--- config.mk ---
export PLATFORM = sky130hd
export DESIGN_NAME = mols_ctrl
export DESIGN_NICKNAME = d
export VERILOG_FILES = /design/src/mols_pkg.sv /design/src/mols_ctrl.sv
export SDC_FILE = /design/constraint.sdc
export NUM_CORES = 1
export LEC_CHECK = 0
export BUFFER_PORTS_ARGS = -buffer_cell sky130_fd_sc_hd__buf_2
export CAP_MARGIN = 5
export CORE_AREA = 5 5 42 44
export CTS_CLUSTER_DIAMETER = 100
export DETAILED_ROUTE_END_ITERATION = 10
export DIE_AREA = 0 0 47 49
export GPL_TIMING_DRIVEN = 0
export SLEW_MARGIN = 20
export SYNTH_ARGS = -nofsm -noshare
export SYNTH_HDL_FRONTEND = slang
export SYNTH_SLANG_ARGS = --single-unit
--- constraint.sdc ---
create_clock -name clk -period 1.2 [get_ports clk]
set_input_delay 0.06 -clock clk [delete_from_list [all_inputs] [get_ports clk]]
set_output_delay 0.06 -clock clk [all_outputs]
set_load 0.01 [all_outputs]
--- src/mols_pkg.sv ---
// Shared constants and controller/datapath handshake types for the median unit.
// No dependencies; used by mols_ctrl, mols_dp and median_of_loaded_set_unit.
`timescale 1ns / 1ps

package mols_pkg;

    localparam int DEPTH_DEF   = 128;
    localparam int SAMPLE_W    = 32;
    localparam int MEDIAN_W    = 33;
    localparam int SIZE_W      = 8;
    localparam int IN_TDATA_W  = 32;
    localparam int OUT_TDATA_W = 48;

    // Commands from the controller to the datapath
    typedef struct packed {
        logic load;        // accepting samples
        logic sort_init;   // pass length <= fill count
        logic rd_first;    // read entry 0
        logic take_first;  // carry <= entry 0, read entry 1
        logic run;         // compare/swap, write lower, read next
        logic pass_end;    // write carry to last slot of the pass
        logic med_lo;      // read lower middle entry
        logic med_hi;      // hold lower, read upper middle entry
        logic med_done;    // load result register, clear the set
    } cmd_t;

    // Status from the datapath to the controller
    typedef struct packed {
        logic n_ge2;       // at least two samples stored
        logic more;        // pass not finished
        logic len_ge3;     // another pass follows this one
        logic out_busy;    // result register still held
    } sts_t;

endpackage

--- src/mols_ctrl.sv ---
// Controller FSM: load, bubble-sort passes, median read-out.
// Depends on mols_pkg for the command and status types.
`timescale 1ns / 1ps

module mols_ctrl (
    input  logic          clk,
    input  logic          rst_n,
    input  logic          in_accept,
    input  logic          in_last,
    input  mols_pkg::sts_t sts,
    output mols_pkg::cmd_t cmd
);

    localparam logic [3:0] ST_LOAD  = 4'd0;
    localparam logic [3:0] ST_INIT  = 4'd1;
    localparam logic [3:0] ST_RD0   = 4'd2;
    localparam logic [3:0] ST_FIRST = 4'd3;
    localparam logic [3:0] ST_RUN   = 4'd4;
    localparam logic [3:0] ST_PEND  = 4'd5;
    localparam logic [3:0] ST_MLO   = 4'd6;
    localparam logic [3:0] ST_MHI   = 4'd7;
    localparam logic [3:0] ST_MSUM  = 4'd8;

    logic [3:0] state_reg;
    logic [3:0] state_next;

    always_comb
    begin
        cmd        = '0;
        state_next = state_reg;
        case (state_reg)
            ST_LOAD:
            begin
                cmd.load = 1'b1;
                if (in_accept && in_last)
                begin
                    state_next = ST_INIT;
                end
            end
            ST_INIT:
            begin
                cmd.sort_init = 1'b1;
                state_next    = sts.n_ge2 ? ST_RD0 : ST_MLO;
            end
            ST_RD0:
            begin
                cmd.rd_first = 1'b1;
                state_next   = ST_FIRST;
            end
            ST_FIRST:
            begin
                cmd.take_first = 1'b1;
                state_next     = ST_RUN;
            end
            ST_RUN:
            begin
                cmd.run = 1'b1;
                if (!sts.more)
                begin
                    state_next = ST_PEND;
                end
            end
            ST_PEND:
            begin
                cmd.pass_end = 1'b1;
                state_next   = sts.len_ge3 ? ST_RD0 : ST_MLO;
            end
            ST_MLO:
            begin
                cmd.med_lo = 1'b1;
                state_next = ST_MHI;
            end
            ST_MHI:
            begin
                cmd.med_hi = 1'b1;
                state_next = ST_MSUM;
            end
            ST_MSUM:
            begin
                // wait for the result slot to free up
                if (!sts.out_busy)
                begin
                    cmd.med_done = 1'b1;
                    state_next   = ST_LOAD;
                end
            end
            default:
            begin
                state_next = ST_LOAD;
            end
        endcase
    end

    always_ff @(posedge clk or negedge rst_n)
    begin
        if (!rst_n)
        begin
            state_reg <= ST_LOAD;
        end
        else
        begin
            state_reg <= state_next;
        end
    end

endmodule

==> flow_summary.yaml <==
run_status:
  status: "finished, violations left"
  violations: "setup timing"
clock_tree:
  numCtsBuffers: 3
  htreeDepth: 1
  root_buffer: "clkbuf_4"
  cts_buffer_depth: 2
  clk_latency_ps: 230
  cts_tree: "built"
  clk_pin_slew_ps: 40
  cts.sinks: 4
sta:
  worstMarginPinSlew_ps: 250
  whs_ps: 40.9
  finalSetupViolations: 8
  max-slew-margin-rel_pct: 83.4
  timing.fmax_mhz: 762
  finClkSkew_ps: 0.156
  fin_crit_sh_pct: 109
  finalWorstSetupSlack_ps: -112
  fin_crit_ps: 1310
  rsz0062_at_grt: "true"
  tns_ps: -307
  drv_slew: 0
  finalHoldViolations: 0
placement:
  dp_cells: 64
  portBuffers: 16
  dp_hpwl_um: 573
  dp_slack_ps: 1.42
  placed_area_um2: 378
  globalplace.congestion: 0.654
routing:
  ant_nets: 0
  firstDrtPassIters: 1
  wl_per_cell_um: 11.5
  drc: 0
  via_count: 341
  drt_iter0_drc: 0
  vias_per_cell: 4.43
  drt_wl_total_um: 886
power:
  p_leak_nw: 0.284
  p_per_area_nw_per_um2: 2710
  irDropWorstVdd_mv: 1.00
  power.total_mw: 1.53
floorplan:
  core-area_um2: 1400
  die_y_um: 49
  start_util_pct: 19.8
  die_w_um: 47
  dieArea_um2: 2300
  ios: 17
  rows: 14
synthesis:
  yosysWarnings: 0
  synth-seq-cells: 4
  yosysSeqAreaShare_pct: 36.0
  avgSynthCellArea_um2: 8.68
  ys_types: 18
  syn_nets: 40
  synth_cells: 32
  syn-cell-area_um2: 278
critical_path:
  path_cells: "buf_6 > nor4b_4 > nor2b_1 > buf_2"
  cpPeakStageDelay_ps: 380
  slowest_stage: "dfrtp_1"
  worstPathArrival_ps: 1250
  cp-end-kind: "primary output"
  crit_type: "reg2out"
  cp_max_fo: 7
  critPathLaunchType: "flop"
  worstPathRequired_ps: 1140
global_routing:
  grtUsageTotal_pct: 7.77
  grt_pass1_wl_mm: 1.29
  grt_pass1_vias: 307
  grt_max_degree: 11
  grt-ovfl-total: 0
  antenna_found_initial: 0
finish:
  area_growth_pct: 103
  largest_reg_flops: 4
  layout.nets: 71
  fill_cells: 152
  fin_cells: 77
  seqCellArea_um2: 101
  design_area_um2: 564
  layout_commonest_cell: "buf_2"
  mostFrequentLayoutCells: "buf_2, buf_4, buf_6"
  multiInputGateArea_um2: 211
  drive_gt1_share_pct: 68.9
  antennaDiodeCount: 0
  fin_util_pct: 40.3
hold_path:
  holdCritPathClass: "in2reg"
job:
  maxCapViolCount: 0
==> layer usage <==
| layer | global-route usage, % | vias up | share of wire, % |
|---|---|---|---|
| li1 | - | 172 | - |
| met1 | 8.87 | 157 | 37 |
| met2 | 11.5 | 12 | 55 |
| met3 | 2.58 | 0 | 7.4 |
| met4 | 5.53 | 0 | 0 |
| met5 | 0 | - | 0 |
==> final cells by class <==
| type | count | share of cell area [%] |
|---|---|---|
| timing repair buffer | 27 | 30.4 |
| tap | 16 | 3.55 |
| sequential | 4 | 18.0 |
| clock buffer | 3 | 3.99 |
| inverter | 1 | 0.665 |
| multi-input combinational | 23 | 37.5 |
| buffer | 3 | 5.99 |
==> power breakdown <==
| group | switching, mW | internal [mW] | total, mW |
|---|---|---|---|
| Clock | 0.0533 | 0.112 | 0.165 |
| Sequential | 0.0557 | 0.201 | 0.257 |
| Combinational | 0.508 | 0.599 | 1.11 |
| Total | 0.617 | 0.911 | 1.53 |
==> final timing paths <==
check | startpoint | endpoint | slack (ps) | cells after the start
worst max-delay path | state_reg[2]$_DFFE_PN0P_ | cmd[0] | -110 | 4
worst min-delay path | sts[3] | state_reg[2]$_DFFE_PN0P_ | 40 | 2
worst max register to register | state_reg[2]$_DFFE_PN0P_ | state_reg[3]$_DFFE_PN0P_ | 30 | 4
worst min register to register | state_reg[3]$_DFFE_PN0P_ | state_reg[1]$_DFFE_PN0P_ | 550 | 2
max in group asynchronous | rst_n | state_reg[0]$_DFFE_PN0P_ | 910 | 2
min in group asynchronous | rst_n | state_reg[3]$_DFFE_PN0P_ | 160 | 2
==> synth_stat cells <==
cell / n / area (um^2)
a2111oi_2: 1 / 15.0
a2bb2o_1: 1 / 10.0
nor4b_1: 1 / 8.76
nor2_1: 5 / 18.8
buf_6: 1 / 11.3
buf_2: 2 / 10.0
dfrtp_1: 4 / 100
nor2b_1: 1 / 6.26
nor4_1: 1 / 6.26
inv_1: 1 / 3.75
a21oi_1: 1 / 5.00
nand2b_1: 4 / 25.0
o211a_1: 1 / 10.0
nand3b_1: 1 / 7.51
nor3_1: 4 / 20.0
a311oi_1: 1 / 8.76
buf_4: 1 / 7.51
nand2_1: 1 / 3.75
==> worst max-delay path: cells and delay by family (launching register included) <==
| kind | cells | cell delay (ps) |
|---|---|---|
| buffers and inverters | 2 | 280 |
| DFF | 1 | 380 |
| and+or+nand+nor | 2 | 360 |
==> cell families (layout without fill, tap and decap cells) <==
group                  count (synthesis)  after routing  share of synthesized area [%]
AND/OR/NAND/NOR                       18             18                           34.7
AO/OA/AOI/OAI                          5              5                           17.6
buffers and inverters                  5             34                           11.7
flip-flops                             4              4                           36.0
==> what timing repair did <==
item	in CTS	in global routing
cloned	0	0
gates resized for setup	8	8
buffers inserted	6	4
hold buffers	1	0
endpoints found under the setup margin	8	10
pin swaps	2	3
hold endpoints to repair	4	0
No activity file was read; power rests on OpenSTA's default activity.
